===== src/hdl/rts_pkg.sv =====
// Types and constants shared by the record table core.
// No dependencies.
`default_nettype none
package rts_pkg;
  localparam logic [1:0] OP_LOAD = 2'd0;
  localparam logic [1:0] OP_SORT = 2'd1;
  localparam logic [1:0] OP_SEARCH = 2'd2;
  localparam logic [1:0] OP_UPDATE = 2'd3;
  localparam logic [2:0] CR_CODE = 3'd0;
  localparam logic [2:0] CR_NAME = 3'd1;
  localparam logic [2:0] CR_PREFIX = 3'd2;
  localparam logic [2:0] CR_PRICE_UP = 3'd3;
  localparam logic [2:0] CR_PRICE_DN = 3'd4;
  localparam logic [2:0] ORDER_NONE = 3'd7;

  typedef struct packed {
    logic [1:0]  opcode;
    logic [2:0]  criterion;
    logic [63:0] code_text;
    logic [63:0] name_text;
    logic [63:0] category_text;
    logic [63:0] query_text;
    logic [23:0] price_cents;
    logic [15:0] quantity;
    logic [4:0]  day;
    logic [3:0]  month;
    logic [13:0] year;
  } in_item_t;

  typedef struct packed {
    logic        found;
    logic [63:0] out_code;
    logic [63:0] out_name;
    logic [63:0] out_category;
    logic [23:0] out_price_cents;
    logic [15:0] out_quantity;
    logic [4:0]  out_day;
    logic [3:0]  out_month;
    logic [13:0] out_year;
    logic        last;
  } out_item_t;

  typedef struct packed {
    logic [63:0] code;
    logic [63:0] name;
    logic [63:0] category;
    logic [23:0] price;
    logic [15:0] quantity;
    logic [22:0] date;
  } rec_t;

  typedef enum logic [3:0] {
    S_IDLE, S_DISPATCH, S_SORT_RD, S_SORT_CMP, S_SCAN_RD, S_SCAN_CHK,
    S_BIN_RD, S_BIN_CHK, S_EMIT, S_NONE
  } state_t;

  // Controller commands to the datapath.
  typedef struct packed {
    logic load_item;   // latch input item
    logic append;      // write latched record at count
    logic set_order;   // current_order <= criterion
    logic rd_a;        // read entries at index a and a-1
    logic swap;        // write swapped pair
    logic init_sort;   // i <= 1, a <= 1
    logic next_i;      // i <= i+1, a <= i+1
    logic dec_a;       // a <= a-1
    logic init_scan;   // a <= 0, hit flags clear
    logic next_scan;   // a <= a+1
    logic init_bin;    // l <= 0, r <= count-1
    logic bin_left;    // l <= m+1
    logic bin_right;   // r <= m-1
    logic write_qty;   // write quantity at index a (midpoint in binary update)
    logic hold_hit;    // capture current entry into output buffer
    logic flush;       // buffered record goes out
    logic none;        // not-found result goes out
    logic last_flag;   // last marker on output
  } cmd_t;

  typedef struct packed {
    logic [1:0] opcode;
    logic [2:0] criterion;
    logic       order_match;
    logic       full;
    logic       i_done;    // i >= count
    logic       a_zero;
    logic       less;      // entry a before entry a-1
    logic       scan_done; // a >= count
    logic       hit;       // entry a matches query
    logic       have_buf;  // a pending earlier hit is buffered
    logic       bin_done;  // l > r
    logic       bin_cmp_lt;// entry m below query
    logic       out_busy;  // output register full
  } status_t;
endpackage
`default_nettype wire


===== src/hdl/rts_controller.sv =====
// Controller state machine of the record table core.
// Depends on rts_pkg.
`default_nettype none
module rts_controller import rts_pkg::*; (
  input  wire logic    clk,
  input  wire logic    rst,
  input  wire logic    in_valid,
  output logic         in_ready,
  input  wire status_t status,
  output cmd_t         cmd
);
  state_t state, state_next;

  always_ff @(posedge clk) begin
    if (rst) state <= S_IDLE;
    else state <= state_next;
  end

  always_comb begin
    state_next = state;
    cmd = '0;
    in_ready = 1'b0;
    case (state)
      S_IDLE: begin
        in_ready = 1'b1;
        if (in_valid) begin
          cmd.load_item = 1'b1;
          state_next = S_DISPATCH;
        end
      end
      S_DISPATCH: begin
        case (status.opcode)
          OP_LOAD: begin
            if (!status.full) cmd.append = 1'b1;
            state_next = S_IDLE;
          end
          OP_SORT: begin
            if (status.criterion inside {CR_CODE, CR_NAME, CR_PRICE_UP, CR_PRICE_DN}) begin
              cmd.init_sort = 1'b1;
              cmd.set_order = 1'b1;
              state_next = S_SORT_RD;
            end else state_next = S_IDLE;
          end
          OP_SEARCH: begin
            if (status.criterion > CR_PREFIX) state_next = S_NONE;
            else begin
              cmd.init_scan = 1'b1;
              state_next = S_SCAN_RD;
            end
          end
          default: begin
            if (status.criterion > CR_NAME) state_next = S_NONE;
            else if (status.order_match) begin
              cmd.init_bin = 1'b1;
              state_next = S_BIN_RD;
            end else begin
              cmd.init_scan = 1'b1;
              state_next = S_SCAN_RD;
            end
          end
        endcase
      end
      S_SORT_RD: begin
        if (status.i_done) state_next = S_IDLE;
        else if (status.a_zero) begin
          cmd.next_i = 1'b1;
        end else state_next = S_SORT_CMP;
      end
      S_SORT_CMP: begin
        if (status.less) begin
          cmd.swap = 1'b1;
          cmd.dec_a = 1'b1;
        end else cmd.next_i = 1'b1;
        state_next = S_SORT_RD;
      end
      S_SCAN_RD: begin
        if (status.scan_done) begin
          if (status.have_buf) begin
            if (!status.out_busy) begin
              cmd.flush = 1'b1;
              cmd.last_flag = 1'b1;
              state_next = S_IDLE;
            end
          end else state_next = S_NONE;
        end else state_next = S_SCAN_CHK;
      end
      S_SCAN_CHK: begin
        if (status.hit) begin
          if (status.have_buf && status.out_busy) state_next = S_SCAN_CHK;
          else begin
            if (status.have_buf) cmd.flush = 1'b1;
            cmd.hold_hit = 1'b1;
            if (status.opcode == OP_UPDATE) begin
              cmd.write_qty = 1'b1;
              state_next = S_EMIT;
            end else begin
              cmd.next_scan = 1'b1;
              state_next = S_SCAN_RD;
            end
          end
        end else begin
          cmd.next_scan = 1'b1;
          state_next = S_SCAN_RD;
        end
      end
      S_BIN_RD: begin
        if (status.bin_done) state_next = S_NONE;
        else state_next = S_BIN_CHK;
      end
      S_BIN_CHK: begin
        if (status.hit) begin
          cmd.hold_hit = 1'b1;
          cmd.write_qty = 1'b1;
          state_next = S_EMIT;
        end else begin
          if (status.bin_cmp_lt) cmd.bin_left = 1'b1;
          else cmd.bin_right = 1'b1;
          state_next = S_BIN_RD;
        end
      end
      S_EMIT: begin
        if (!status.out_busy) begin
          cmd.flush = 1'b1;
          cmd.last_flag = 1'b1;
          state_next = S_IDLE;
        end
      end
      S_NONE: begin
        if (!status.out_busy) begin
          cmd.none = 1'b1;
          state_next = S_IDLE;
        end
      end
      default: state_next = S_IDLE;
    endcase
  end
endmodule
`default_nettype wire


===== config.mk =====
export PLATFORM = sky130hd
export DESIGN_NAME = rts_controller
export DESIGN_NICKNAME = d
export VERILOG_FILES = /design/src/hdl/rts_pkg.sv /design/src/hdl/rts_controller.sv
export SDC_FILE = /design/constraint.sdc
export NUM_CORES = 1
export LEC_CHECK = 0
export BUFFER_PORTS_ARGS = -buffer_cell sky130_fd_sc_hd__buf_4
export CORE_MARGIN = 2
export CORE_UTILIZATION = 35
export DETAILED_ROUTE_END_ITERATION = 10
export HOLD_SLACK_MARGIN = 0.05
export PLACE_DENSITY = 0.78
export SETUP_SLACK_MARGIN = 0.2
export SLEW_MARGIN = 20
export SYNTH_ARGS = -nofsm -noshare
export SYNTH_HDL_FRONTEND = slang
export SYNTH_SLANG_ARGS = --single-unit

===== constraint.sdc =====
create_clock -name clk -period 2.8 [get_ports clk]
set_clock_uncertainty 0.15 [all_clocks]
set_input_delay 0.42 -clock clk [delete_from_list [all_inputs] [get_ports clk]]
set_output_delay 0.42 -clock clk [all_outputs]
set_load 0.005 [all_outputs]

Word level (Yosys, flattened, before mapping)
Cells that the tools add are included.
Widths: inputs -> output; s select.
{ "totals": {"ff_bits": 4, "input_bits": 19, "out_inout_bits": 19, "wordCells": 90} }
{ "classes": {"n_lt_le_gt_ge": 2, "n_eq_ne": 17, "mux": 61, "reduce_logical": 9} }
{ "ops": {"columns": ["cell", "n"], "rows": [
  ["$mux 4", 13],
  ["$pmux 4 s9", 1],
  ["$mux 1", 33],
  ["$eq 4x3->1 const B", 4],
  ["$mux 2", 6],
  ["$pmux 4 s3", 1],
  ["$eq 4x2->1 const B", 2],
  ["$eq 4x4->1 const B", 2],
  ["$mux 3", 2],
  ["$pmux 1 s2", 3],
  ["$eq 2x2->1 const B", 2],
  ["$eq 4x1->1 const B", 1],
  ["$logic_not 4->1", 1],
  ["$pmux 2 s2", 1],
  ["$reduce_bool 4->1", 1],
  ["$reduce_or 2->1", 2],
  ["$eq 3x1->1 const B", 1],
  ["$eq 3x2->1 const B", 1],
  ["$eq 3x3->1 const B", 1],
  ["$gt 3x1->1 const B", 1],
  ["$gt 3x2->1 const B", 1],
  ["$logic_not 3->1", 1],
  ["$ne 3x3->1 const B", 1],
  ["$pmux 1 s3", 1],
  ["other kinds (6)", 6]
]} }

Logic depth before layout (Yosys ltp)
Gate-level depths: netlist (run 1).
{ "depth": {"ltp_word": 5, "mapped_depth": 6, "mapped_depth_nobuf": 4} }

Worst setup path after synthesis (run 1)
Ideal clock, no wire load.
{ "synth_timing": {"path_type": "register -> output", "startpoint": "reg state[0]", "endpoint": "out cmd[15] (netlist name)", "arrival_ns": 1.349, "required_ns": 2.230, "path_slack_ns": 0.881, "stages_incl_launch_ff": 5, "path_buffers": 2, "path_cell_list": "dfxtp_1 -> buf_4 -> or4b_4 -> nor4b_4 -> buf_4"} }
{ "synth_lines": {"columns": ["element", "line_no", "text"], "rows": [
  ["start: declaration", "rts_controller.sv:12", "state_t state, state_next;"],
  ["start signal: assignment", "rts_controller.sv:16", "else state <= state_next;"],
  ["end: declaration", "rts_controller.sv:10", "output cmd_t cmd"]
]} }

==> metrics.txt, run 1 <==
Critical Path Start Type=flop; RSZ-0062 raised after global routing=no; vias post-DR=845; hold path depth=2; die height=46.7 µm; GRT busiest layer=met2; Ys Warns=0; NetSw=95.0 µW; Core Rows=15; Yosys reg bits=4; VDD IR max=0.000214 V; H-Tree Depth=1; Sink Count=4; sequential fraction of the synthesis area=0.125; most frequent cells in the layout=buf_4 (38), nand2_1 (8), nor2_1 (8); post-synthesis adder-cell area fraction=0; main flop type after synthesis=dfxtp_1; Cell Area, Synth=638 µm²; grt met2 use=0.311; post-synth cell types=37; Comb power frac=0.466; clk_lat worst skew=240 ps; sequential cell area=81.3 µm²; fin nets=145; DRC violations left=0; Post-Synth Simple-Gate Area=0.486; biggest regs=state (4); Clock power frac=0.277; Post-CTS Setup Bufs=0; Max Cap Violations=0; DP Wirelength=1570 µm; Tightest Hold Check Type=in -> reg; Crit. End Element=output port; pin count of the biggest net entering global routing=18; ANT nets after route=0; crit path time final=2380 ps; Worst path slowest cell=dfxtp_2; drt via density=5.67; Starting DRT DRC Count=19; dominant cells by area after synthesis=dfxtp_1 (13%), nor4_1 (4.9%), buf_4 (4.7%); first-pass GRT wire length=3150 µm; register-to-register setup slack=1030 ps; status=complete, no violations; layout cells sized above 1=0.387; Synthesized Nets=112; Leak Pwr=0.387 nW; initial antenna violation count=0; clk slew on worst S/H paths=40 ps; CTS root buffer=clkbuf_4; critical path's top delay family=simple AND/OR/NAND/NOR gates; hold endpoint=state[1]; syn_area_per_cell=6.86 µm²; largest family of logic cells by synthesized area=simple AND/OR/NAND/NOR gates; total global-route track usage=0.198; most frequent cell on the critical path=or3_1; largest area contributor in the netlist=dfxtp_1; Antenna Cells=0; DR pass1 iterations=4; Post-Synthesis Cells=93; Sw Ratio=0.356; Layout Area Growth over Synthesis=45.1%; PD cells=288 nW/µm²; total CTS buffers=3; Top reg by flops=state; Synth Area in Compound Gates=0.227; endpoints failing hold=0; WL/cell=13.2 µm; post-synth top area share=0.125; reg2reg end=state[1]; asr flop ratio synth=0; Worst path depth=5; xor and xnor area share after synthesis=0; commonest non-fill, non-tap cell in the layout=buf_4; max frequency=421 MHz; Worst EP arrival=1810 ps; IO buf count=36; CP bufs+invs=2; final period utilization=0.848; Max Fanout on Critical Path=13; critical-path cell list=inv_1, or3_1, or3_1, a21oi_1, buf_4; gpl congestion=0.882; TNS Setup=0 ps; die footprint=2180 µm²; post-synthesis mux area share=0.0490; Worst R2R Start=state[3]; met3 Use GR=0.0471; FILL cells=177; Worst Path Required=2230 ps; Max Slew Vio Count=0; worst-case clock buffer depth=2; max FFs per register=4; Reg power frac=0.257; Post-synth EDFFs=0; reg2reg path depth=4; Top Ports=38; CTS tree=built; vias in the first global route=731; M1 GR Usage=0.270; total power=267 µW; P_int=172 µW; critical path type=reg -> out; WL final=1970 µm; final setup fails=0; remaining global-route overflow=0; worst min-delay path startpoint=rst; Starting Density=0.370; Die W=46.7 µm; Critical Path Max Stage Delay=450 ps; area occupied by multi-input gates=490 µm²; Core ar.=1730 µm²
## kinds of logic after synthesis
group | after synthesis
and+or+nand+nor | 49
AOI/OAI and AO/OA | 22
buffers and inverters | 14
DFF | 4
muxes | 3
other | 1
## routing by layer
layer | routed length [µm] | share of wire
met1 | 852 | 0.43
met2 | 942 | 0.48
met3 | 140 | 0.071
met4 | 31 | 0.016
met5 | 0 | 0
## through the flow
stage	cell area, µm²	hold WS, ps	setup WS (ps)	instances	util
global route	926	220	367	149	0.536
global placement	902	465	618	146	0.522
CTS	925	222	305	149	0.536
detailed placement	902	465	546	146	0.522
finish	926	222	424	149	0.536
floorplan	638	332	881	93	-
## worst register-to-register path: cells and delay by family (launching register included)
family | cells | cell delay [ps]
flops | 1 | 410
simple gates | 3 | 1010
compound gates | 1 | 130
## cell usage after synthesis, types with 5 or more instances
library cell / number
nand2_1: 8
o21ai_0: 5
clkbuf_1: 6
nor4_1: 5
nor2_1: 8
## power by group through the flow
| stage | registers (mW) | clock network, mW | logic (mW) |
|---|---|---|---|
| floorplan | 0.0642 | 0 | 0.0772 |
| global placement | 0.0685 | 0 | 0.121 |
| detailed placement | 0.0696 | 0 | 0.123 |
| CTS | 0.0683 | 0.0732 | 0.124 |
| global route | 0.0701 | 0.0801 | 0.136 |
| finish | 0.0686 | 0.0738 | 0.124 |
## worst max-delay path by stage
stage                         from      end
after global routing      state[2]   cmd[2]
after floorplan           state[0]  cmd[15]
after CTS                 state[2]   cmd[2]
after global placement    state[2]   cmd[2]
final                     state[2]   cmd[2]
after detailed placement  state[2]   cmd[2]
## timing repair
action	CTS	global route
setup endpoints to repair	0	1
hold buffers	0	0
gates resized for setup	0	1
## final cells by class
class                           instances  area share
Multi-Input combinational cell         75       0.530
Timing Repair Buffer                   38       0.308
Sequential cell                         4      0.0878
Tap cell                               25      0.0338
Clock buffer                            3      0.0243
Inverter                                4      0.0162
No activity file was read; power rests on OpenSTA's default activity.
==> run 2, diff against run 1 <==
Settings changed: ABC_AREA set to 1.
Clock period 2.8 ns to 2.3 ns, I/O delays scaled along.
==> metrics.txt, run 2 <==
status=complete, no violations; PD cells=368 nW/µm²; DRC violations left=0; Max Slew Vio Count=0; total global-route track usage=0.183; DR pass1 iterations=4; layout cells sized above 1=0.333; Tightest Hold Check Type=in -> reg; max frequency=513 MHz; H-Tree Depth=1; post_cts resized=0; CP bufs+invs=4; worst-case clock buffer depth=2; Die W=46.7 µm; fin nets=183; NetSw=138 µW; WL/cell=9.43 µm; remaining global-route overflow=0; Reg power frac=0.251; CTS tree=built; P_int=208 µW; biggest regs=state (4); final period utilization=0.848; crit path capture=cmd[16]; Post-Synthesis Cells=126; crit path time final=1950 ps; vias in the first global route=709; Sink Count=4; endpoints failing hold=0; reg2reg path depth=9; Core Rows=15; RSZ-0062 raised after global routing=no; total CTS buffers=3; Post-CTS Setup Bufs=0; ANT nets after route=0; Core ar.=1730 µm²; reg2reg end=state[0]; Worst path depth=7; asr flop ratio synth=0; CTS root buffer=clkbuf_4; max FFs per register=4; critical path type=reg -> out; initial antenna violation count=0; first-pass GRT wire length=2890 µm; post-synth top area share=0.206; critical-path cell list=inv_2, nor2_4, inv_2, nor2_4, inv_1, nor4_1, buf_4; hold path depth=2; commonest non-fill, non-tap cell in the layout=buf_4; WHS=144 ps; Layout Area Growth over Synthesis=47.3%; # hold bufs at CTS=0; Worst path slowest cell=dfxtp_1; Starting Density=0.370; Starting DRT DRC Count=23; register-to-register setup slack=910 ps; syn_area_per_cell=5.06 µm²; Worst EP arrival=1460 ps; Yosys reg bits=4; drt via density=4.59; cell with the most instances after synthesis=nand2_1; vias post-DR=858; TNS Setup=0 ps; WL final=1760 µm; Ys Warns=0; post-synth cell types=19; clk_lat worst skew=230 ps; Clock power frac=0.254; Worst Path Required=1800 ps; clk slew on worst S/H paths=40 ps; main flop type after synthesis=dfxtp_1; die height=46.7 µm; Crit. End Element=output port; DP Wirelength=1510 µm; Synth top cells by count=nand2_1 (35), nor2_1 (21), inv_1 (17); Max Cap Violations=0; total power=346 µW; Top Ports=38; IO buf count=36; most frequent cells in the layout=buf_4 (36), nand2_1 (35), nor2_1 (21); Critical Path Start Type=flop; worst setup path startpoint=state[0]; Synthesized Nets=145; Leak Pwr=0.541 nW; Max Fanout on Critical Path=6; VDD IR max=0.000291 V; critical path's top delay family=simple AND/OR/NAND/NOR gates; die footprint=2180 µm²; gpl congestion=0.885; Top reg by flops=state; Antenna Cells=0; Post-synth EDFFs=0; sequential fraction of the synthesis area=0.125; Sw Ratio=0.398; pin count of the biggest net entering global routing=7; Critical Path Max Stage Delay=410 ps; Worst R2R Start=state[1]; largest area contributor in the netlist=nand2_1; dominant cells by area after synthesis=nand2_1 (21%), dfxtp_1 (13%), nor2_1 (12%); Comb power frac=0.495; Cell Area, Synth=638 µm²; final setup fails=0
==> run 2: layout make-up <==
cell class | count | area (µm²)
flip-flops and latches | 4 | 80.1
clock buffers | 3 | 22.5
inverters | 24 | 90.1
well taps | 25 | 31.3
multi-input cells | 95 | 445
fillers | 182 | 787
repair buffers | 36 | 270
==> run 2: metrics by stage <==
stage | cells | setup WS [ps] | utilization | area (µm²)
global route | 187 | 218 | 0.544 | 940
floorplan | 126 | 704 | - | 638
detailed placement | 184 | 608 | 0.531 | 917
CTS | 187 | 350 | 0.544 | 940
finish | 187 | 350 | 0.544 | 940
global placement | 184 | 651 | 0.531 | 917
==> run 2: power groups by stage <==
stage          registers (mW)  clock network, mW  logic, mW
3_5_place_dp           0.0876                  0      0.171
6_report               0.0868             0.0879      0.171
2_1_floorplan          0.0857                  0      0.104
4_1_cts                0.0865             0.0915      0.171
3_3_place_gp           0.0864                  0      0.168
5_1_grt                0.0875             0.0970      0.195
==> run 2: worst min path at each step <==
stage / from / endpoint / slack [ps]
finish: rst / state[3] / 140
global route: rst / state[3] / 140
CTS: rst / state[3] / 140
detailed placement: rst / state[3] / 390
global placement: rst / state[3] / 390
floorplan: rst / state[3] / 260
==> run 2: worst reg2reg max path, cell delays in order, from the launching register on <==
cell and delay (ps):
dfxtp_1 400, inv_2 80, nor2_2 130, nand2_1 90
nor2_2 120, nand2_1 90, o21ai_0 80, inv_1 50
nand2_1 60, nor2_1 30
==> run 2: metal layers <==
| layer | part of all wire | track usage |
|---|---|---|
| met5 | 0 | 0 |
| met4 | 0 | 0.0667 |
| met3 | 0.054 | 0.0275 |
| met2 | 0.48 | 0.289 |
| met1 | 0.46 | 0.252 |
==> run 2: cell families (layout without fill, tap and decap cells) <==
kind of cell | count (synthesis) | count (layout) | synth area share
and+or+nand+nor | 82 | 82 | 0.592
AOI/OAI and AO/OA | 12 | 12 | 0.100
other | 1 | 1 | 0.00588
DFF | 4 | 4 | 0.125
buffers and inverters | 27 | 63 | 0.176
